[src/rtl/mse_merge.sv]
// ----------------------------------------------------------------------------
// mse_merge
// shared merge comparator: picks the head of the left or right run
// ----------------------------------------------------------------------------
module mse_merge #(
    parameter int VALUE_WIDTH = 32
) (
    input  logic [VALUE_WIDTH-1:0] i_a_data,
    input  logic [VALUE_WIDTH-1:0] i_b_data,
    input  logic                   i_a_live,
    input  logic                   i_b_live,
    output logic                   o_take_a,
    output logic [VALUE_WIDTH-1:0] o_data
);

    logic a_le_b;

    // left run wins ties so equal values keep input order
    assign a_le_b   = $signed(i_a_data) <= $signed(i_b_data);
    assign o_take_a = i_a_live && (!i_b_live || a_le_b);
    assign o_data   = o_take_a ? i_a_data : i_b_data;

endmodule

[config.mk]
export PLATFORM = sky130hd
export DESIGN_NAME = mse_merge
export DESIGN_NICKNAME = d
export VERILOG_FILES = /design/src/rtl/mse_merge.sv
export SDC_FILE = /design/constraint.sdc
export NUM_CORES = 1
export LEC_CHECK = 0
export ABC_AREA = 1
export BUFFER_PORTS_ARGS = -buffer_cell sky130_fd_sc_hd__buf_2
export CORE_MARGIN = 10
export CORE_UTILIZATION = 47
export DETAILED_ROUTE_END_ITERATION = 6
export PLACE_DENSITY = 0.91
export SETUP_SLACK_MARGIN = 0.5
export SLEW_MARGIN = 20
export SYNTH_ARGS = -nofsm -noshare
export SYNTH_HDL_FRONTEND = slang
export SYNTH_SLANG_ARGS = --single-unit
[constraint.sdc]
create_clock -name vclk -period 3.9
set_input_delay 0.585 -clock vclk [all_inputs]
set_output_delay 0.585 -clock vclk [all_outputs]
set_load 0.02 [all_outputs]
==> flow_summary_export.csv <==
group,metric,value,unit
outcome,outcome,"completed",
critical_path,slowest_delay,0.32,ns
placement,hpwlAfterDp,3930,um
logic_synthesis,synth_top_area_share,29.1,%
final_layout,register_area,0,um^2
final_layout,seq_cells,0,
final_layout,multi_input_area,0.00116,mm^2
grt,antenna_found_initial,0,
final_layout,final_common_cell,"nand2_1",
logic_synthesis,synth_area,0.00138,mm^2
critical_path,path_class,"input port to output port",
critical_path,crit_fanout,21,
logic_synthesis,synth.distinct_cells,17,
final_layout,drive_above_1_share,30.4,%
floorplanning,die_area,0.00549,mm^2
routing,routedWlPerCell,12.1,um
routing,routed_wl,4550,um
final_layout,area_growth,35.9,%
logic_synthesis,synth.yosys.seq_area_share,0,%
logic_synthesis,synthCells,254,
grt,grt_pass1_vias,1751,
routing,drtPass1Iterations,4,
routing,drc_errors,0,
sta,finalCriticalPeriod,3.24,ns
sta,drv_slew,0,
placement,place_congestion,0.786,
final_layout,fin_util,67.3,%
logic_synthesis,avgSynthCellArea,5.42,um^2
logic_synthesis,synth_largest_area_cell,"ha_1",
grt,grt_max_degree,34,
critical_path,critPathCaptureType,"output port",
sta,finalCritPeriodShare,83.0,%
routing,routed-via-count,1846,
final_layout,clockBufferCount,0,
critical_path,crit_chain,"buf_2 -> inv_1 -> ha_1 -> nand2_1 -> nor2_2 -> nand2_1 -> nor3b_2 -> nand2_1 -> o21a_1 -> nand3_4 -> buf_4 -> nand3_1 -> nand2_1 -> buf_2",
critical_path,critPathRequiredTime,3.31,ns
logic_synthesis,synth_nets,352,
min_path,hp-class,"input port to output port",
floorplanning,coreArea,0.00278,mm^2
sta,setup_tns,0,ns
critical_path,crit_path_start_kind,"input port",
sta,worst_pin_slew,0.666,ns
grt,grt_overflow,0,
critical_path,crit_arrival,2.65,ns
final_layout,n_antenna_cell,0,
clock_network,cts_setup_buffers,0,
sta,setup_violations,0,
floorplanning,die_x,74.1,um
sta,slew_headroom,55.6,%
routing,via_per_inst,4.91,
floorplanning,initial_core_util,49.5,%
job,cap_violations,0,
power_and_ir_drop,worst_ir_drop_vdd,0.113,mV
sta,whs,1.49,ns
floorplanning,io_pins,99,
grt,grt_util_all_layers,15.2,%
critical_path,worst_path_max_delay_cell,"ha_1",
sta,hold_viol,0,
final_layout,num-nets-final,445,
power_and_ir_drop,p_per_area,152,mW/mm^2
min_path,hold_depth,4,
placement,portBuffers,99,
grt,grt_first_pass_wirelength,7290,um
final_layout,final_cell_mix,"nand2_1, buf_2, inv_1, nand3_1, ha_1",
logic_synthesis,synthTopCellsByArea,"ha_1, nand2_1, nand3_1, inv_1, a21oi_1",
logic_synthesis,ys_warn_count,0,
sta,grt_setup_unrepaired,"no",
routing,drt_iter0_drc,97,
routing,ant_nets,0,
floorplanning,fp-row-count,19,
final_layout,n_fill_cell,270,
critical_path,cpMostUsedCell,"nand2_1",
sta,fmax,0.309,GHz
floorplanning,die_h,74.1,um
power_and_ir_drop,p_leak,1.32,nW
==> layout make-up <==
cell class | instances | share of cell area (%)
multi-input combinational | 201 | 62.0
timing repair buffer | 101 | 27.3
inverter | 43 | 8.63
tap | 31 | 2.07
==> kinds of logic after synthesis <==
| logic type | share of synthesized area, % |
|---|---|
| buffers and inverters | 16.9 |
| AND/OR/NAND/NOR | 46.0 |
| adder cells (fa/ha/maj) | 29.1 |
| AO/OA/AOI/OAI | 8.00 |
==> per-stage QoR <==
| step | total power [mW] | setup slack, ns | instances | instance area (um^2) |
|---|---|---|---|---|
| global route | 0.320 | 0.501 | 376 | 1870 |
| global placement | 0.276 | 0.512 | 376 | 1850 |
| detailed placement | 0.282 | 0.417 | 376 | 1850 |
| finish | 0.284 | 0.663 | 376 | 1870 |
| floorplan | 0.185 | 1.20 | 254 | 1380 |
| CTS | 0.287 | 0.648 | 376 | 1870 |
==> per-layer routing <==
metal,vias to the layer above,GRT usage [%],share of wire [%]
met4,0,1.45,0.31
met5,-,0,0
met2,55,27.7,49
met1,795,17.6,41
met3,2,4.26,9.2
li1,994,-,-
==> power by group <==
part | internal [mW] | total, mW | switching (mW)
combinational | 0.109 | 0.284 | 0.175
sequential | 0 | 0 | 0
clock | 0 | 0 | 0
==> cell usage after synthesis <==
master and count:
a21o_1 1, a21oi_1 14, buf_4 3, buf_6 3, clkbuf_1 4, ha_1 32
inv_1 43, nand2_1 101, nand2_4 1, nand3_1 35, nand3_2 1, nand4_1 2
nor2_1 7, nor2_2 1, nor3b_2 1, o21a_1 3, o21ai_0 2
==> path summary, 6_finish.rpt <==
| path | startpoint | to | slack (ns) |
|---|---|---|---|
| min | i_b_data[21] | o_data[21] | 1.49 |
| max | i_b_data[31] | o_data[9] | 0.66 |
==> critical path: cells and delay by family <==
kind            cells  cell delay [ns]
compound gates      1             0.20
buf+inv             4             0.55
fa+ha+maj           1             0.32
simple gates        8             0.98
==> repair_timing <==
action / CTS / global route
resized for setup: 2 / 0
setup endpoints to repair: 32 / 0
hold buffers: 0 / 0
(Power assumes the default switching activity.)
