File: config.mk
export PLATFORM = sky130hd
export DESIGN_NAME = mse_ram
export DESIGN_NICKNAME = d
export VERILOG_FILES = /design/src/rtl/mse_ram.sv
export SDC_FILE = /design/constraint.sdc
export NUM_CORES = 2
export LEC_CHECK = 0
export ABC_AREA = 0
export ABC_CLOCK_PERIOD_IN_PS = 3300
export BUFFER_PORTS_ARGS = -buffer_cell sky130_fd_sc_hd__clkbuf_2
export CAP_MARGIN = 20
export CORE_ASPECT_RATIO = 0.6
export CORE_UTILIZATION = 50
export DETAILED_ROUTE_END_ITERATION = 10
export PLACE_DENSITY = 0.68
export SYNTH_ARGS = -nofsm -noshare
export SYNTH_HDL_FRONTEND = slang
export SYNTH_SLANG_ARGS = --single-unit
File: constraint.sdc
create_clock -name i_clk -period 3.3 [get_ports i_clk]
set_input_delay 0.33 -clock i_clk [delete_from_list [all_inputs] [get_ports i_clk]]
set_output_delay 0.33 -clock i_clk [all_outputs]
set_load 0.005 [all_outputs]
File: src/rtl/mse_ram.sv
// ----------------------------------------------------------------------------
// mse_ram
// generic ram: one write port, two read ports, registered read data
// ----------------------------------------------------------------------------
module mse_ram #(
    parameter int WIDTH = 32,
    parameter int DEPTH = 64
) (
    input  logic                     i_clk,
    input  logic                     i_we,
    input  logic [$clog2(DEPTH)-1:0] i_waddr,
    input  logic [WIDTH-1:0]         i_wdata,
    input  logic [$clog2(DEPTH)-1:0] i_raddr_a,
    input  logic [$clog2(DEPTH)-1:0] i_raddr_b,
    output logic [WIDTH-1:0]         o_rdata_a,
    output logic [WIDTH-1:0]         o_rdata_b
);

    logic [WIDTH-1:0] r_mem [DEPTH];

    always_ff @(posedge i_clk) begin
        if (i_we) begin
            r_mem[i_waddr] <= i_wdata;
        end
        o_rdata_a <= r_mem[i_raddr_a];
        o_rdata_b <= r_mem[i_raddr_b];
    end

endmodule

==> results.cfg <==
[placed_design]
routabilityCongestion = 0.854
placed_cell_area_mm2 = 0.102
detailed_place_hpwl_um = 191000
dp_slack_ps = 300
placement.io_buffers = 115

[timing]
final_min_period_over_clock_period_pct = 76.6
setup-tns-final_ps = 0
skew_ps = 50.5
unrepaired_setup_endpoints_after_global_routing = false
setup_viol = 0
timing.fmax_mhz = 396
worst_slack_ps = 774
finalHoldViolations = 0
slew-limit-headroom_pct = 17.0
post-route-min-period_ps = 2530
finalMaxSlewViolations = 0
worst-slew-pin-transition_ps = 1240

[clock_network]
clockRootBuffer = sky130_fd_sc_hd__clkbuf_16
tritoncts_clock_tree = done
clock_sink_total = 2112
post-cts-setup-buffer-count = 0
clkSlewWorstSetupHoldPaths_ps = 60
htree_num_levels = 4
clk-insertion-delay-late_ps = 870
clk_path_buf_depth = 4
cts-buffers-inserted = 196

[grt]
grt_use_met2_pct = 45.8
total_track_usage_pct = 32.1
grt_pass1_wl_um = 429000
global_route.usage.met3_pct = 11.0
grt_start_max_net_pins = 72
busiest_layer = met1
via_count_of_the_first_global_routing_pass = 53300
grt_use_met1_pct = 47.0
final_global_route_overflow_total = 0
antenna_found_initial = 14

[critical_path]
worst_setup_path_end_kind = flop
timing.rr.start = r_mem[2][0]
largest_stage_delay_on_the_critical_path_ps = 600
cp.buffers_inverters = 3
critPathMaxFanout = 9
path_delay_family = compound AO/OA/AOI/OAI gates
crit_chain = dlygate4sd3_1, clkbuf_2, nand2_2, buf_4, o221ai_1, a21oi_1, o21ai_1, o22ai_1
critical_path_start_type = input pin
crit_arrival_ps = 3260
cp.required_ps = 4040
worst_path_max_delay_cell = sky130_fd_sc_hd__a21oi_1
timing_worst_setup_path_type = input pin to flop
worst_setup_path_startpoint = i_raddr_a[4]

[worst_hold_path]
hold_path.startpoint = i_wdata[11]
holdCritPathClass = input pin to flop

[drt]
route.detailed.wl_per_inst_um = 41.6
totalWireLength_um = 310000
remaining_drc_errors = 0
detail_route.vias_per_cell = 7.38
drt_pass1_iterations = 8
num_vias = 55000
drt_iter0_markers = 10100
antenna_violation_net_count_after_detailed_routing = 0

[power]
power.density_mw_per_mm2 = 529
ir_drop_mv = 0.559
p_leak_uw = 0.0347
report.power.total_uw = 57900

[yosys]
syn_inst = 4412
synth_fp_nets = 4464
synth_seq_cells = 2112
synth_area_mm2 = 0.0957
syn_avg_cell_area_um2 = 21.7
netlist-cell-type-count = 38
post_synthesis_sequential_area_ratio_pct = 65.6
synth-warning-count = 0

[finish]
area_growth_pct = 14.4
drive_gt1_share_pct = 41.0
layout.core_utilization_pct = 58.0
fill_count = 13400
cell_area_after_layout_mm2 = 0.109
nets = 4843

[floorplanning]
start_util_pct = 50.7
core_area_mm2 = 0.189
die-area_mm2 = 0.193
floorplan.die.height_um = 341
pin_count = 116
placement_rows = 123
floorplan.die.width_um = 567

[run_status]
result_of_the_run = complete, no violations

[flow_run]
max_cap_viol_count = 0
[cell usage in the layout (no fill, tap or decap), drive strengths merged, types with 6 or more instances in the layout]
cell type / n
a211oi: 15
a21oi: 58
a221oi: 13
a22oi: 85
a32oi: 9
and2: 6
buf: 401
bufinv: 18
clkbuf: 365
clkinv: 66
clkinvlp: 8
dfxtp: 64
dlygate4sd3: 22
edfxtp: 2048
mux2: 36
mux2i: 204
mux4: 1124
nand2: 93
nand2b: 8
nand3: 9
nand3b: 6
nor2: 94
nor2b: 19
o211ai: 27
o21ai: 49
o221ai: 16
o22ai: 56
o32a: 9
[what timing repair did]
item	4_1_cts	5_1_grt
gates resized for setup	0	0
endpoints found under the hold margin	18	177
hold buffers	4	18
[final cells by class]
| class | count | area, um^2 | share of cell area [%] |
|---|---|---|---|
| antenna | 1 | 2.50 | 0.00229 |
| clock buffer | 260 | 5380 | 4.92 |
| clock inverter | 95 | 941 | 0.860 |
| inverter | 1 | 3.75 | 0.00343 |
| multi-input combinational | 1952 | 31700 | 28.9 |
| sequential | 2112 | 62800 | 57.4 |
| tap | 2500 | 3130 | 2.86 |
| timing repair buffer | 528 | 5560 | 5.08 |
[kinds of logic after synthesis]
logic type / count (synthesis) / share of synthesized area [%]
AOI/OAI and AO/OA: 340 / 2.39
and+or+nand+nor: 248 / 1.13
muxes: 1364 / 29.0
buffers and inverters: 348 / 1.83
DFF: 2112 / 65.6
[cells in the mapped netlist]
library cell	count	share of area, %
sky130_fd_sc_hd__dfxtp_1	64	1.3
sky130_fd_sc_hd__mux2i_1	204	2.1
sky130_fd_sc_hd__buf_4	55	0.43
sky130_fd_sc_hd__a22oi_1	85	0.67
sky130_fd_sc_hd__o21ai_1	31	0.16
sky130_fd_sc_hd__a21boi_1	1	0.0079
sky130_fd_sc_hd__nand4b_1	1	0.0092
sky130_fd_sc_hd__a221oi_1	13	0.12
sky130_fd_sc_hd__buf_1	25	0.098
sky130_fd_sc_hd__clkbuf_1	135	0.53
sky130_fd_sc_hd__nor2b_1	19	0.12
sky130_fd_sc_hd__nor3_1	3	0.016
sky130_fd_sc_hd__nand2b_1	8	0.052
sky130_fd_sc_hd__a211oi_1	15	0.12
sky130_fd_sc_hd__o32a_1	9	0.094
sky130_fd_sc_hd__or2_2	3	0.020
sky130_fd_sc_hd__buf_6	11	0.13
sky130_fd_sc_hd__inv_2	1	0.0039
sky130_fd_sc_hd__o211ai_1	27	0.21
sky130_fd_sc_hd__mux2_2	36	0.42
sky130_fd_sc_hd__or3_1	2	0.013
sky130_fd_sc_hd__o41ai_1	1	0.0092
sky130_fd_sc_hd__a32oi_1	9	0.082
sky130_fd_sc_hd__or3b_2	2	0.018
sky130_fd_sc_hd__nor2_1	94	0.37
sky130_fd_sc_hd__buf_2	121	0.63
sky130_fd_sc_hd__nand3b_1	6	0.047
sky130_fd_sc_hd__o221ai_1	16	0.15
sky130_fd_sc_hd__o21ai_0	18	0.094
sky130_fd_sc_hd__nand2_1	93	0.36
sky130_fd_sc_hd__o22ai_1	56	0.37
sky130_fd_sc_hd__and2_1	6	0.039
sky130_fd_sc_hd__mux4_2	1124	26
sky130_fd_sc_hd__nand3_1	9	0.047
sky130_fd_sc_hd__nand4_1	2	0.013
sky130_fd_sc_hd__o211a_1	1	0.010
sky130_fd_sc_hd__a21oi_1	58	0.30
sky130_fd_sc_hd__edfxtp_1	2048	64
[sequential cells by signal, summed over array words and instances, names as in the netlist]
register / count
r_mem: 2048
o_rdata_b: 32
o_rdata_a: 32
[metal layers]
metal	share of wire, %	wire (um)	up-vias
met5	0.054	168	-
met4	3.4	10500	10
met3	15	47400	613
met2	43	135000	4738
met1	38	117000	29300
li1	-	-	20300
[power by group]
group          switching, uW  total, uW  leakage [uW]  internal (uW)
logic                   2800       5030        0.0127           2230
registers                250      29900        0.0190          29700
clock network          10100      23000       0.00309          12900
total                  13200      57900        0.0347          44800
[worst paths after layout]
| path | end | slack, ps | cells after the start |
|---|---|---|---|
| worst max register to register | o_rdata_b[0] | 950 | 4 |
| worst min register to register | o_rdata_a[5] | 900 | 5 |
| worst max-delay path | o_rdata_a[1] | 770 | 8 |
| worst min-delay path | r_mem[29][11] | 80 | 1 |
[per-stage QoR]
stage | std cells | hold WS (ps)
after floorplan | 4412 | 429
after global placement | 7044 | 705
after detailed placement | 7049 | 701
after CTS | 7408 | 35.1
after global routing | 7449 | 79.9
final | 7449 | 76.5
No activity file was read; power rests on OpenSTA's default activity.
