**src/rtl/mse_pkg.sv**
```systemverilog
// ----------------------------------------------------------------------------
// mse_pkg
// shared types for the merge sort engine: sequencer states and the control
// bundle that the sequencer hands to the datapath
// ----------------------------------------------------------------------------
package mse_pkg;

    typedef enum logic [2:0] {
        S_IDLE,
        S_SETUP,
        S_READ,
        S_MERGE,
        S_EMIT_RD,
        S_EMIT
    } t_state;

    typedef struct packed {
        logic in_ready;
        logic in_we;
        logic mrg_we;
        logic src_sel;
        logic out_valid;
        logic out_last;
        logic overflow;
        logic a_live;
        logic b_live;
    } t_seq_ctl;

endpackage

```
**src/rtl/mse_seq.sv**
```systemverilog
// ----------------------------------------------------------------------------
// mse_seq
// sequencer: load counting, bottom-up merge passes, emit counting
// ----------------------------------------------------------------------------
module mse_seq #(
    parameter int MAX_ELEMENTS = 64
) (
    input  logic                            i_clk,
    input  logic                            i_rst_n,
    input  logic                            i_in_valid,
    input  logic                            i_in_last,
    input  logic                            i_out_ready,
    input  logic                            i_take_a,
    output mse_pkg::t_seq_ctl               o_ctl,
    output logic [$clog2(MAX_ELEMENTS)-1:0] o_waddr,
    output logic [$clog2(MAX_ELEMENTS)-1:0] o_raddr_a,
    output logic [$clog2(MAX_ELEMENTS)-1:0] o_raddr_b
);

    localparam int AW = $clog2(MAX_ELEMENTS);
    localparam int CW = $clog2(MAX_ELEMENTS + 1) + 1;
    localparam logic [CW-1:0] MAX_C = CW'(MAX_ELEMENTS);
    localparam logic [CW-1:0] ONE_C = CW'(1);

    mse_pkg::t_state r_state, n_state;
    logic [CW-1:0] r_fill, n_fill;
    logic          r_drop, n_drop;
    logic [CW-1:0] r_n, n_n;
    logic [CW-1:0] r_width, n_width;
    logic [CW-1:0] r_lo, n_lo;
    logic [CW-1:0] r_mid, n_mid;
    logic [CW-1:0] r_hi, n_hi;
    logic [CW-1:0] r_a, n_a;
    logic [CW-1:0] r_b, n_b;
    logic [CW-1:0] r_k, n_k;
    logic          r_src, n_src;

    logic          has_room;
    logic [CW-1:0] close_cnt;
    logic [CW-1:0] sum_mid;
    logic [CW-1:0] sum_hi;
    logic [CW-1:0] width_x2;
    logic          pass_done;
    logic          run_done;
    logic          emit_last;

    assign has_room  = r_fill < MAX_C;
    assign close_cnt = has_room ? r_fill + ONE_C : r_fill;
    assign sum_mid   = r_lo + r_width;
    assign width_x2  = r_width << 1;
    assign sum_hi    = r_lo + width_x2;
    assign pass_done = r_lo >= r_n;
    assign run_done  = (r_k + ONE_C) == r_hi;
    assign emit_last = (r_k + ONE_C) == r_n;

    // next state
    always_comb begin
        n_state = r_state;
        unique case (r_state)
            mse_pkg::S_IDLE: begin
                if (i_in_valid && i_in_last) begin
                    n_state = (close_cnt >= CW'(2)) ? mse_pkg::S_SETUP : mse_pkg::S_EMIT_RD;
                end
            end
            mse_pkg::S_SETUP: begin
                if (pass_done) begin
                    n_state = (width_x2 >= r_n) ? mse_pkg::S_EMIT_RD : mse_pkg::S_SETUP;
                end else begin
                    n_state = mse_pkg::S_READ;
                end
            end
            mse_pkg::S_READ:  n_state = mse_pkg::S_MERGE;
            mse_pkg::S_MERGE: n_state = run_done ? mse_pkg::S_SETUP : mse_pkg::S_READ;
            mse_pkg::S_EMIT_RD: n_state = mse_pkg::S_EMIT;
            mse_pkg::S_EMIT: begin
                if (i_out_ready) begin
                    n_state = emit_last ? mse_pkg::S_IDLE : mse_pkg::S_EMIT_RD;
                end
            end
            default: n_state = mse_pkg::S_IDLE;
        endcase
    end

    // outputs
    always_comb begin
        o_ctl           = '0;
        o_ctl.src_sel   = r_src;
        o_ctl.overflow  = r_drop;
        o_ctl.out_last  = emit_last;
        o_ctl.a_live    = r_a < r_mid;
        o_ctl.b_live    = r_b < r_hi;
        o_waddr         = r_k[AW-1:0];
        o_raddr_a       = r_a[AW-1:0];
        o_raddr_b       = r_b[AW-1:0];
        unique case (r_state)
            mse_pkg::S_IDLE: begin
                o_ctl.in_ready = 1'b1;
                o_ctl.in_we    = i_in_valid && has_room;
                o_waddr        = r_fill[AW-1:0];
            end
            mse_pkg::S_MERGE: o_ctl.mrg_we = 1'b1;
            mse_pkg::S_EMIT_RD, mse_pkg::S_EMIT: begin
                o_raddr_a       = r_k[AW-1:0];
                o_ctl.out_valid = r_state == mse_pkg::S_EMIT;
            end
            default: ;
        endcase
    end

    // counters and run bounds
    always_comb begin
        n_fill  = r_fill;
        n_drop  = r_drop;
        n_n     = r_n;
        n_width = r_width;
        n_lo    = r_lo;
        n_mid   = r_mid;
        n_hi    = r_hi;
        n_a     = r_a;
        n_b     = r_b;
        n_k     = r_k;
        n_src   = r_src;
        unique case (r_state)
            mse_pkg::S_IDLE: begin
                if (i_in_valid) begin
                    if (has_room) begin
                        n_fill = r_fill + ONE_C;
                    end else begin
                        n_drop = 1'b1;
                    end
                    if (i_in_last) begin
                        n_n     = close_cnt;
                        n_width = ONE_C;
                        n_lo    = '0;
                        n_src   = 1'b0;
                        n_k     = '0;
                    end
                end
            end
            mse_pkg::S_SETUP: begin
                if (pass_done) begin
                    n_src   = ~r_src;
                    n_width = width_x2;
                    n_lo    = '0;
                    n_k     = '0;
                end else begin
                    n_mid = (sum_mid > r_n) ? r_n : sum_mid;
                    n_hi  = (sum_hi > r_n) ? r_n : sum_hi;
                    n_a   = r_lo;
                    n_b   = (sum_mid > r_n) ? r_n : sum_mid;
                    n_k   = r_lo;
                end
            end
            mse_pkg::S_MERGE: begin
                n_k = r_k + ONE_C;
                if (i_take_a) begin
                    n_a = r_a + ONE_C;
                end else begin
                    n_b = r_b + ONE_C;
                end
                if (run_done) begin
                    n_lo = sum_hi;
                end
            end
            mse_pkg::S_EMIT: begin
                if (i_out_ready) begin
                    n_k = r_k + ONE_C;
                    if (emit_last) begin
                        n_fill = '0;
                        n_drop = 1'b0;
                    end
                end
            end
            default: ;
        endcase
    end

    always_ff @(posedge i_clk) begin
        if (!i_rst_n) begin
            r_state <= mse_pkg::S_IDLE;
            r_fill  <= '0;
            r_drop  <= 1'b0;
            r_src   <= 1'b0;
        end else begin
            r_state <= n_state;
            r_fill  <= n_fill;
            r_drop  <= n_drop;
            r_src   <= n_src;
        end
    end

    always_ff @(posedge i_clk) begin
        r_n     <= n_n;
        r_width <= n_width;
        r_lo    <= n_lo;
        r_mid   <= n_mid;
        r_hi    <= n_hi;
        r_a     <= n_a;
        r_b     <= n_b;
        r_k     <= n_k;
    end

    a_fill_bound: assert property (@(posedge i_clk) disable iff (!i_rst_n)
        r_fill <= MAX_C)
        else $error("fill count beyond capacity");

    a_merge_has_data: assert property (@(posedge i_clk) disable iff (!i_rst_n)
        r_state == mse_pkg::S_MERGE |-> (o_ctl.a_live || o_ctl.b_live))
        else $error("merge step with both runs exhausted");

    a_emit_in_range: assert property (@(posedge i_clk) disable iff (!i_rst_n)
        r_state == mse_pkg::S_EMIT |-> (r_k < r_n && r_n <= MAX_C))
        else $error("emit index outside the stored set");

    a_set_cleared: assert property (@(posedge i_clk) disable iff (!i_rst_n)
        (r_state == mse_pkg::S_EMIT && i_out_ready && emit_last)
        |=> (r_fill == '0 && !r_drop && r_state == mse_pkg::S_IDLE))
        else $error("set state not cleared after final word");

    a_pass_width: assert property (@(posedge i_clk) disable iff (!i_rst_n)
        r_state == mse_pkg::S_SETUP |-> r_width < r_n)
        else $error("merge pass started with run width not below set size");

endmodule

```
**config.mk**
```make
export PLATFORM = sky130hd
export DESIGN_NAME = mse_seq
export DESIGN_NICKNAME = d
export VERILOG_FILES = /design/src/rtl/mse_pkg.sv /design/src/rtl/mse_seq.sv
export SDC_FILE = /design/constraint.sdc
export NUM_CORES = 1
export LEC_CHECK = 0
export BUFFER_PORTS_ARGS = -buffer_cell sky130_fd_sc_hd__clkbuf_2
export CORE_ASPECT_RATIO = 0.8
export CORE_MARGIN = 2
export CORE_UTILIZATION = 50
export CTS_CLUSTER_DIAMETER = 120
export DETAILED_ROUTE_END_ITERATION = 12
export PLACE_DENSITY = 0.78
export SYNTH_ARGS = -nofsm -noshare
export SYNTH_HDL_FRONTEND = slang
export SYNTH_SLANG_ARGS = --single-unit
```
**constraint.sdc**
```tcl
create_clock -name i_clk -period 6.3 [get_ports i_clk]
set_clock_uncertainty 0.2 [all_clocks]
set_input_delay 0.945 -clock i_clk [delete_from_list [all_inputs] [get_ports i_clk]]
set_output_delay 0.945 -clock i_clk [all_outputs]
set_load 0.05 [all_outputs]
```
==> results of run 1 <==
how the worst min path moves through the flow:
stage	start	endpoint	slack (ns)	depth (start not counted)
global placement	r_drop	r_drop	0.30	2
floorplan	r_drop	r_drop	0.28	2
finish	r_drop	r_drop	0.31	2
CTS	r_drop	r_drop	0.31	2
global route	r_drop	r_drop	0.38	2
detailed placement	r_drop	r_drop	0.30	2
cell usage in the layout, fill, tap and decap left out, drive strengths merged, types with 3 or more instances in the layout:
master / netlist / layout
nand2b: 6 / 6
or2: 5 / 5
nand3b: 3 / 3
nor4: 5 / 5
o21ai: 27 / 27
ha: 61 / 61
a21oi: 28 / 28
inv: 35 / 35
a22o: 5 / 5
a31oi: 5 / 5
nor3: 13 / 13
or3: 3 / 3
and2: 10 / 10
edfxtp: 64 / 64
nor2: 35 / 35
clkinv: 1 / 3
o21a: 8 / 8
mux2: 36 / 36
clkbuf: 9 / 46
nand3: 22 / 22
xnor2: 29 / 29
a22oi: 5 / 5
xor2: 18 / 18
and3: 15 / 15
o21bai: 6 / 6
a21o: 11 / 11
dfxtp: 13 / 13
nor2b: 7 / 7
nand2: 38 / 38
critical path, cell delays in order (launching register included):
cell	delay (ns)
sky130_fd_sc_hd__edfxtp_1	0.45
sky130_fd_sc_hd__ha_1	0.27
sky130_fd_sc_hd__fa_1	0.44
sky130_fd_sc_hd__a21o_1	0.20
sky130_fd_sc_hd__a21oi_1	0.24
sky130_fd_sc_hd__o21bai_1	0.09
sky130_fd_sc_hd__a21oi_1	0.17
sky130_fd_sc_hd__xnor2_1	0.17
sky130_fd_sc_hd__ha_1	0.28
sky130_fd_sc_hd__and3_1	0.19
sky130_fd_sc_hd__nand4_1	0.09
sky130_fd_sc_hd__o21ai_0	0.10
sky130_fd_sc_hd__a21oi_2	0.35
sky130_fd_sc_hd__mux2_2	0.41
sky130_fd_sc_hd__mux2_2	0.26
cells in the mapped netlist (13+ instances only):
| master | number | area [um^2] |
|---|---|---|
| sky130_fd_sc_hd__edfxtp_1 | 64 | 1920 |
| sky130_fd_sc_hd__ha_1 | 61 | 763 |
| sky130_fd_sc_hd__nand2_1 | 38 | 143 |
| sky130_fd_sc_hd__mux2_2 | 36 | 405 |
| sky130_fd_sc_hd__inv_1 | 35 | 131 |
| sky130_fd_sc_hd__nor2_1 | 34 | 128 |
| sky130_fd_sc_hd__xnor2_1 | 28 | 245 |
| sky130_fd_sc_hd__a21oi_1 | 27 | 135 |
| sky130_fd_sc_hd__nand3_1 | 21 | 105 |
| sky130_fd_sc_hd__o21ai_0 | 19 | 95.1 |
| sky130_fd_sc_hd__xor2_1 | 18 | 158 |
| sky130_fd_sc_hd__dfxtp_1 | 13 | 260 |
cell families after synthesis:
family          count (synthesis)  share of synthesized area (%)
fa+ha+maj                      63                           13.8
compound gates                110                           12.9
buf+inv                        63                           5.33
mux                            36                           6.96
simple gates                  172                           15.6
xor+xnor                       49                           8.03
flops                          77                           37.5
power groups by stage:
stage	Clock, mW	Sequential, mW	Combinational (mW)
final	0.562	0.974	1.83
after global routing	0.583	0.986	2.02
after CTS	0.563	0.967	1.82
after detailed placement	0	0.976	1.80
after global placement	0	0.971	1.73
after floorplan	0	0.884	1.48
per-layer routing:
metal | vias up | wire length, um | global-route usage (%)
li1 | 2097 | - | -
met1 | 2145 | 6440 | 33.4
met2 | 198 | 6500 | 37.1
met3 | 28 | 1250 | 5.41
met4 | 0 | 412 | 8.82
met5 | - | 0 | 0
cell type report:
cell class	count	share of cell area [%]
multi-input combinational	430	52.6
sequential	77	34.4
clock buffer	14	5.01
tap	148	2.92
timing repair buffer	33	2.65
inverter	36	2.13
clock inverter	2	0.276
sequential cells by signal (all words and copies together) (netlist names):
| name | cells |
|---|---|
| r_a | 8 |
| r_b | 8 |
| r_drop | 1 |
| r_fill | 8 |
| r_hi | 8 |
| r_k | 8 |
| r_lo | 8 |
| r_mid | 8 |
| r_n | 8 |
| r_src | 1 |
| r_state | 3 |
| r_width | 8 |
==> report_table.html, run 1 <==
<table>
<tr><th>Metric</th><th>Value</th></tr>
<tr><th colspan="2">Synthesis</th></tr>
<tr><td>Total of flip-flops plus latches after synthesis</td><td>77</td></tr>
<tr><td>Distinct cells, synth</td><td>65</td></tr>
<tr><td>Sequential share of the synthesized area</td><td>37.5%</td></tr>
<tr><td>Share of synthesized registers carrying an async set or reset</td><td>0%</td></tr>
<tr><td>Syn Std Cell Area</td><td>5820 um^2</td></tr>
<tr><td>EDFF count, synth</td><td>64</td></tr>
<tr><td>Synthesized netlist net count</td><td>639</td></tr>
<tr><td>Warnings from Yosys</td><td>0</td></tr>
<tr><td>Cell count after synthesis</td><td>570</td></tr>
<tr><td>Predominant post-synthesis flop cell</td><td>sky130_fd_sc_hd__edfxtp_1</td></tr>
<tr><td>Synth Area per Inst</td><td>10.2 um^2</td></tr>
<tr><th colspan="2">Power</th></tr>
<tr><td>Total power consumption of the routed design</td><td>3.37 mW</td></tr>
<tr><td>Switching power total</td><td>1.43 mW</td></tr>
<tr><td>Power Dens Cells</td><td>532 nW/um^2</td></tr>
<tr><td>Sequential share of power</td><td>28.9%</td></tr>
<tr><td>Part of the total power dissipated in the clock network</td><td>16.7%</td></tr>
<tr><td>Combinational group share of total power</td><td>54.4%</td></tr>
<tr><td>P_int</td><td>1.94 mW</td></tr>
<tr><td>Fraction of power spent switching nets</td><td>42.5%</td></tr>
<tr><td>Static Leak</td><td>2.65 nW</td></tr>
<tr><td>VDD IR max</td><td>265 uV</td></tr>
<tr><th colspan="2">Timing</th></tr>
<tr><td>Pin slew with the least headroom to its limit</td><td>0.979 ns</td></tr>
<tr><td>Final setup viols</td><td>0</td></tr>
<tr><td>Unrepaired setup endpoints after global routing</td><td>no</td></tr>
<tr><td>Final Max Tran Viols</td><td>0</td></tr>
<tr><td>Final clock period utilization by the worst path</td><td>65.9%</td></tr>
<tr><td>Final TNS setup</td><td>0 ns</td></tr>
<tr><td>Post-layout min period</td><td>4.15 ns</td></tr>
<tr><td>Max-slew headroom at the worst pin</td><td>34.7%</td></tr>
<tr><td>Fin. Hold Viols</td><td>0</td></tr>
<tr><td>Worst Setup Slack, final</td><td>2.15 ns</td></tr>
<tr><td>Worst hold slack</td><td>0.311 ns</td></tr>
<tr><td>Max Clk Rate</td><td>241 MHz</td></tr>
<tr><th colspan="2">Global route</th></tr>
<tr><td>Total global routing track utilization</td><td>24.0%</td></tr>
<tr><td>Global-route wire length before repair</td><td>23200 um</td></tr>
<tr><td>Largest net degree at the start of global routing</td><td>19</td></tr>
<tr><td>Initial antenna violation count</td><td>0</td></tr>
<tr><td>Grt total ovfl</td><td>0</td></tr>
<tr><td>Vias in the first global route</td><td>4362</td></tr>
<tr><th colspan="2">Layout</th></tr>
<tr><td>Total inserted antenna cells</td><td>0</td></tr>
<tr><td>Multi-input logic area</td><td>3330 um^2</td></tr>
<tr><td>Area grow syn2layout</td><td>8.81%</td></tr>
<tr><td>Area taken by flip-flops and latches</td><td>2180 um^2</td></tr>
<tr><td>Final net count</td><td>656</td></tr>
<tr><td>Fillers</td><td>955</td></tr>
<tr><td>Share of the core filled with cells</td><td>55.4%</td></tr>
<tr><td>Total non-filler cell area in the finished layout</td><td>6340 um^2</td></tr>
<tr><td>Fraction of final layout cells sized beyond drive strength 1</td><td>17.9%</td></tr>
<tr><td>Non-filler instance count after layout</td><td>740</td></tr>
<tr><th colspan="2">Critical path</th></tr>
<tr><td>Capture point of the critical path</td><td>r_b[5]</td></tr>
<tr><td>FF-to-FF setup slack</td><td>2.15 ns</td></tr>
<tr><td>Worst reg-to-reg path cell count</td><td>14</td></tr>
<tr><td>Critical Path Start</td><td>r_width[0]</td></tr>
<tr><td>Worst Path Class, Setup</td><td>flip-flop to flip-flop</td></tr>
<tr><td>CP Launch Type</td><td>flip-flop</td></tr>
<tr><td>Required time of the critical path</td><td>6.18 ns</td></tr>
<tr><td>Kind of end point of the critical path</td><td>flip-flop</td></tr>
<tr><td>Maximum fanout count along the critical path</td><td>8</td></tr>
<tr><td>Worst EP arrival</td><td>4.04 ns</td></tr>
<tr><td>Worst reg2reg endpoint</td><td>r_b[5]</td></tr>
<tr><td>RR Startpoint</td><td>r_width[0]</td></tr>
<tr><th colspan="2">CTS</th></tr>
<tr><td>Buffers inserted by post-CTS timing repair</td><td>0</td></tr>
<tr><td>Number of clock buffers inserted by TritonCTS</td><td>9</td></tr>
<tr><td>Sinks on Clock Net</td><td>77</td></tr>
<tr><td>Post-cts resize count</td><td>0</td></tr>
<tr><td>Buffer cell driving the clock tree root</td><td>sky130_fd_sc_hd__clkbuf_16</td></tr>
<tr><td>TritonCTS clock tree</td><td>yes</td></tr>
<tr><td>CTS max path bufs</td><td>2</td></tr>
<tr><td>Htree depth</td><td>3</td></tr>
<tr><td>Post-CTS Hold Fix Bufs</td><td>0</td></tr>
<tr><td>Clock slew at reported path FFs</td><td>0.06 ns</td></tr>
<tr><td>Insertion delay to the later sink of the worst-skew pair</td><td>0.34 ns</td></tr>
<tr><th colspan="2">Placed design</th></tr>
<tr><td>Standard cell area after detailed placement</td><td>6000 um^2</td></tr>
<tr><td>HPWL reported at the end of detailed placement</td><td>11200 um</td></tr>
<tr><td>Placed cells</td><td>724</td></tr>
<tr><td>Routability cong.</td><td>0.907</td></tr>
<tr><td>Port Buf Inserts</td><td>32</td></tr>
<tr><td>Worst setup timing slack at the placement stage</td><td>2.25 ns</td></tr>
<tr><th colspan="2">Worst hold path</th></tr>
<tr><td>Min-delay worst type</td><td>flip-flop to flip-flop</td></tr>
<tr><th colspan="2">Floorplanning</th></tr>
<tr><td>Standard cell core area</td><td>11400 um^2</td></tr>
<tr><td>Die Ht</td><td>101 um</td></tr>
<tr><td>Die span in x</td><td>125 um</td></tr>
<tr><td>Die Footprint</td><td>12500 um^2</td></tr>
<tr><td>Cell Rows</td><td>35</td></tr>
<tr><td>Starting density of the core</td><td>51.0%</td></tr>
<tr><td>Number of top-level design ports</td><td>33</td></tr>
<tr><th colspan="2">Flow run</th></tr>
<tr><td>MaxCap Viol Count</td><td>0</td></tr>
<tr><th colspan="2">Route</th></tr>
<tr><td>Number of design rule violations left after detail routing</td><td>0</td></tr>
<tr><td>Initial DRC count</td><td>416</td></tr>
<tr><td>Detail-routed via count per cell</td><td>6.04</td></tr>
<tr><td>First-pass iteration count of the detailed router</td><td>7</td></tr>
<tr><td>Via Count</td><td>4468</td></tr>
<tr><td>DR WL/cell</td><td>19.7 um</td></tr>
<tr><td>DRT antenna net count</td><td>0</td></tr>
<tr><td>WL final</td><td>14600 um</td></tr>
<tr><th colspan="2">Run status</th></tr>
<tr><td>Status</td><td>complete, no violations</td></tr>
</table>
Note: power is estimated with default switching activity, not from simulation.
==> run 2, diff against run 1 <==
Clock period 6.3 ns to 3.97 ns, I/O delays scaled along.
==> run 2 against run 1 <==
Effect of this change: via count grew 4.5%; maximum frequency grew 6.1%; sequential power grew 54%.
==> report_table.html, run 2 (synthesis results as in run 1) <==
<table>
<tr><th>Metric</th><th>Value</th></tr>
<tr><th colspan="2">Global route</th></tr>
<tr><td>Total global routing track utilization</td><td>25.2% (+1.2 points)</td></tr>
<tr><td>Initial antenna violation count</td><td>0 (unchanged)</td></tr>
<tr><td>Grt total ovfl</td><td>0 (unchanged)</td></tr>
<tr><td>Vias in the first global route</td><td>4549 (+4.3%)</td></tr>
<tr><td>Largest net degree at the start of global routing</td><td>21 (+2)</td></tr>
<tr><td>Global-route wire length before repair</td><td>24400 um (+5.1%)</td></tr>
<tr><th colspan="2">Timing</th></tr>
<tr><td>Max-slew headroom at the worst pin</td><td>46.2% (+12 points)</td></tr>
<tr><td>Final TNS setup</td><td>0 ns (unchanged)</td></tr>
<tr><td>Final setup viols</td><td>0 (unchanged)</td></tr>
<tr><td>Worst hold slack</td><td>0.332 ns (+0.0205 ns)</td></tr>
<tr><td>Worst Setup Slack, final</td><td>0.0539 ns (-2.09 ns)</td></tr>
<tr><td>Final clock period utilization by the worst path</td><td>98.6% (+33 points)</td></tr>
<tr><td>Fin. Hold Viols</td><td>0 (unchanged)</td></tr>
<tr><td>Final Max Tran Viols</td><td>0 (unchanged)</td></tr>
<tr><td>Post-layout min period</td><td>3.92 ns (-0.237 ns)</td></tr>
<tr><td>Pin slew with the least headroom to its limit</td><td>0.805 ns (-0.174 ns)</td></tr>
<tr><td>Max Clk Rate</td><td>255 MHz (+6.1%)</td></tr>
<tr><th colspan="2">CTS</th></tr>
<tr><td>Clock slew at reported path FFs</td><td>0.06 ns (about the same)</td></tr>
<tr><td>Insertion delay to the later sink of the worst-skew pair</td><td>0.35 ns (about the same)</td></tr>
<tr><td>TritonCTS clock tree</td><td>yes</td></tr>
<tr><td>CTS max path bufs</td><td>2 (unchanged)</td></tr>
<tr><td>Post-CTS Hold Fix Bufs</td><td>0 (unchanged)</td></tr>
<tr><td>Htree depth</td><td>3 (unchanged)</td></tr>
<tr><td>Sinks on Clock Net</td><td>77 (unchanged)</td></tr>
<tr><td>Number of clock buffers inserted by TritonCTS</td><td>9 (unchanged)</td></tr>
<tr><td>Buffer cell driving the clock tree root</td><td>sky130_fd_sc_hd__clkbuf_16</td></tr>
<tr><th colspan="2">Worst hold path</th></tr>
<tr><td>Min-delay worst type</td><td>flip-flop to flip-flop</td></tr>
<tr><td>Hold Path Origin</td><td>r_drop</td></tr>
<tr><td>Sink of the worst hold path</td><td>r_drop</td></tr>
<tr><td>Number of instances on the worst hold path</td><td>2 (unchanged)</td></tr>
<tr><th colspan="2">Placed design</th></tr>
<tr><td>Worst setup timing slack at the placement stage</td><td>-0.134 ns (-2.38 ns)</td></tr>
<tr><td>Port Buf Inserts</td><td>32 (unchanged)</td></tr>
<tr><td>Routability cong.</td><td>0.899 (-0.87%)</td></tr>
<tr><td>Placed cells</td><td>738 (+1.9%)</td></tr>
<tr><td>HPWL reported at the end of detailed placement</td><td>11600 um (+2.8%)</td></tr>
<tr><th colspan="2">Power</th></tr>
<tr><td>Static Leak</td><td>2.73 nW (+3.0%)</td></tr>
<tr><td>Power Dens Cells</td><td>851 nW/um^2 (+60%)</td></tr>
<tr><td>VDD IR max</td><td>367 uV (+39%)</td></tr>
<tr><th colspan="2">Layout</th></tr>
<tr><td>Commonest cells after routing, fill and taps aside</td><td>sky130_fd_sc_hd__edfxtp_1, sky130_fd_sc_hd__ha_1, sky130_fd_sc_hd__nand2_1</td></tr>
<tr><td>Total inserted antenna cells</td><td>0 (unchanged)</td></tr>
<tr><td>Share of the core filled with cells</td><td>56.5% (+1.1 points)</td></tr>
<tr><td>Most common cell after layout, fill and taps aside</td><td>sky130_fd_sc_hd__edfxtp_1</td></tr>
<tr><td>Non-filler instance count after layout</td><td>758 (+2.4%)</td></tr>
<tr><td>Area grow syn2layout</td><td>10.9%</td></tr>
<tr><td>Fraction of final layout cells sized beyond drive strength 1</td><td>21.8% (+3.9 points)</td></tr>
<tr><td>Final net count</td><td>674 (+2.7%)</td></tr>
<tr><td>Fillers</td><td>975 (+2.1%)</td></tr>
<tr><th colspan="2">Route</th></tr>
<tr><td>Number of design rule violations left after detail routing</td><td>0 (unchanged)</td></tr>
<tr><td>WL final</td><td>15400 um (+5.8%)</td></tr>
<tr><td>DRT antenna net count</td><td>0 (unchanged)</td></tr>
<tr><td>Detail-routed via count per cell</td><td>6.16 (+2.0%)</td></tr>
<tr><td>DR WL/cell</td><td>20.4 um (+3.3%)</td></tr>
<tr><td>First-pass iteration count of the detailed router</td><td>5 (-2)</td></tr>
<tr><td>Via Count</td><td>4667 (+4.5%)</td></tr>
<tr><td>Initial DRC count</td><td>421 (+1.2%)</td></tr>
<tr><th colspan="2">Floorplanning</th></tr>
<tr><td>Die Ht</td><td>101 um (unchanged)</td></tr>
<tr><td>Number of top-level design ports</td><td>33 (unchanged)</td></tr>
<tr><td>Starting density of the core</td><td>51.0% (unchanged)</td></tr>
<tr><td>Cell Rows</td><td>35 (unchanged)</td></tr>
<tr><td>Die span in x</td><td>125 um (unchanged)</td></tr>
<tr><td>Standard cell core area</td><td>11400 um^2 (unchanged)</td></tr>
<tr><td>Die Footprint</td><td>12500 um^2 (unchanged)</td></tr>
<tr><th colspan="2">Critical path</th></tr>
<tr><td>Critical-path cell list</td><td>buf_4 &gt; ha_1 &gt; a21o_1 &gt; a21oi_1 &gt; o21bai_1 &gt; a21oi_1 &gt; xnor2_1 &gt; ha_1 &gt; a21o_1 &gt; a21oi_1 &gt; nand3b_1 &gt; nand2_2 &gt; mux2_2</td></tr>
<tr><td>RR Startpoint</td><td>r_width[1]</td></tr>
<tr><td>Cell with the largest stage delay on the worst path</td><td>sky130_fd_sc_hd__edfxtp_1</td></tr>
<tr><td>Worst EP arrival</td><td>3.81 ns (-0.23 ns)</td></tr>
<tr><td>Worst reg2reg endpoint</td><td>r_hi[1]</td></tr>
<tr><td>CP Launch Type</td><td>flip-flop</td></tr>
<tr><td>Kind of end point of the critical path</td><td>flip-flop</td></tr>
<tr><td>Maximum fanout count along the critical path</td><td>8 (unchanged)</td></tr>
<tr><td>Total buffers and inverters traversed by the critical path</td><td>1 (+1)</td></tr>
<tr><td>Max incr delay on CP</td><td>0.43 ns (-0.02 ns)</td></tr>
<tr><td>Dominant delay contributor by cell family on the critical path</td><td>compound AO/OA/AOI/OAI gates</td></tr>
<tr><td>Required time of the critical path</td><td>3.87 ns (-2.31 ns)</td></tr>
<tr><td>FF-to-FF setup slack</td><td>0.05 ns (-2.09 ns)</td></tr>
<tr><td>Worst reg-to-reg path cell count</td><td>13 (-1)</td></tr>
<tr><td>Cell repeated most along the worst path</td><td>sky130_fd_sc_hd__a21oi_1</td></tr>
<tr><td>Worst Path Class, Setup</td><td>flip-flop to flip-flop</td></tr>
<tr><th colspan="2">Run status</th></tr>
<tr><td>Status</td><td>complete, no violations</td></tr>
<tr><th colspan="2">Flow run</th></tr>
<tr><td>MaxCap Viol Count</td><td>0 (unchanged)</td></tr>
</table>
run 2: cell count changes in the layout (fill, tap and decap cells not counted), sizes merged:
cell	previous run	this run
clkinv	3	5
clkbuf	46	42
inv	35	37
buf	1	19
run 2: repair_timing:
action | CTS | global route
setup endpoints to repair | 8 | 16
setup buffers | 2 | 2
pin swaps | 0 | 4
gates resized for setup | 2 | 7
gates cloned | 0 | 0
run 2: how the worst max path moves through the flow:
stage / endpoint / startpoint / cells past startpoint
after floorplan: r_b[1] / r_width[0] / 14
after global placement: r_b[6] / r_width[0] / 14
after detailed placement: r_b[5] / r_width[0] / 14
after CTS: r_b[5] / r_width[0] / 15
after global routing: r_hi[1] / r_lo[1] / 14
final: r_hi[1] / r_width[1] / 13
run 2: worst min-delay path, stage by stage (launching register included):
cell	delay, ns
sky130_fd_sc_hd__dfxtp_1	0.32
sky130_fd_sc_hd__a21oi_1	0.11
sky130_fd_sc_hd__nor3_1	0.06
run 2: area by class of cell:
type / count / area (um^2) / area share (%)
Clock buffer: 10 / 250 / 3.87
Clock inverter: 6 / 42.5 / 0.659
Inverter: 36 / 135 / 2.09
Multi-Input combinational cell: 430 / 3360 / 52.0
Sequential cell: 77 / 2180 / 33.8
Tap cell: 148 / 185 / 2.87
Timing Repair Buffer: 51 / 303 / 4.69
run 2: routing by layer:
layer  wire length (um)  up-vias  track usage [%]
li1                   -     2129                -
met1               6560     2259             34.0
met2               7110      240             39.9
met3               1390       39             5.94
met4                382        0             9.68
met5                  0        -                0
run 2: through the flow:
step	power (mW)	area, um^2
after floorplan	3.75	5820
after global placement	4.33	6110
after detailed placement	4.47	6110
after CTS	5.38	6420
after global routing	5.83	6460
final	5.50	6460
run 2: where the power goes:
group / switching [mW] / leakage [nW] / internal (mW)
registers: 0.244 / 0.703 / 1.25
logic: 1.81 / 1.87 / 1.39
clock network: 0.346 / 0.148 / 0.464
total: 2.40 / 2.73 / 3.10
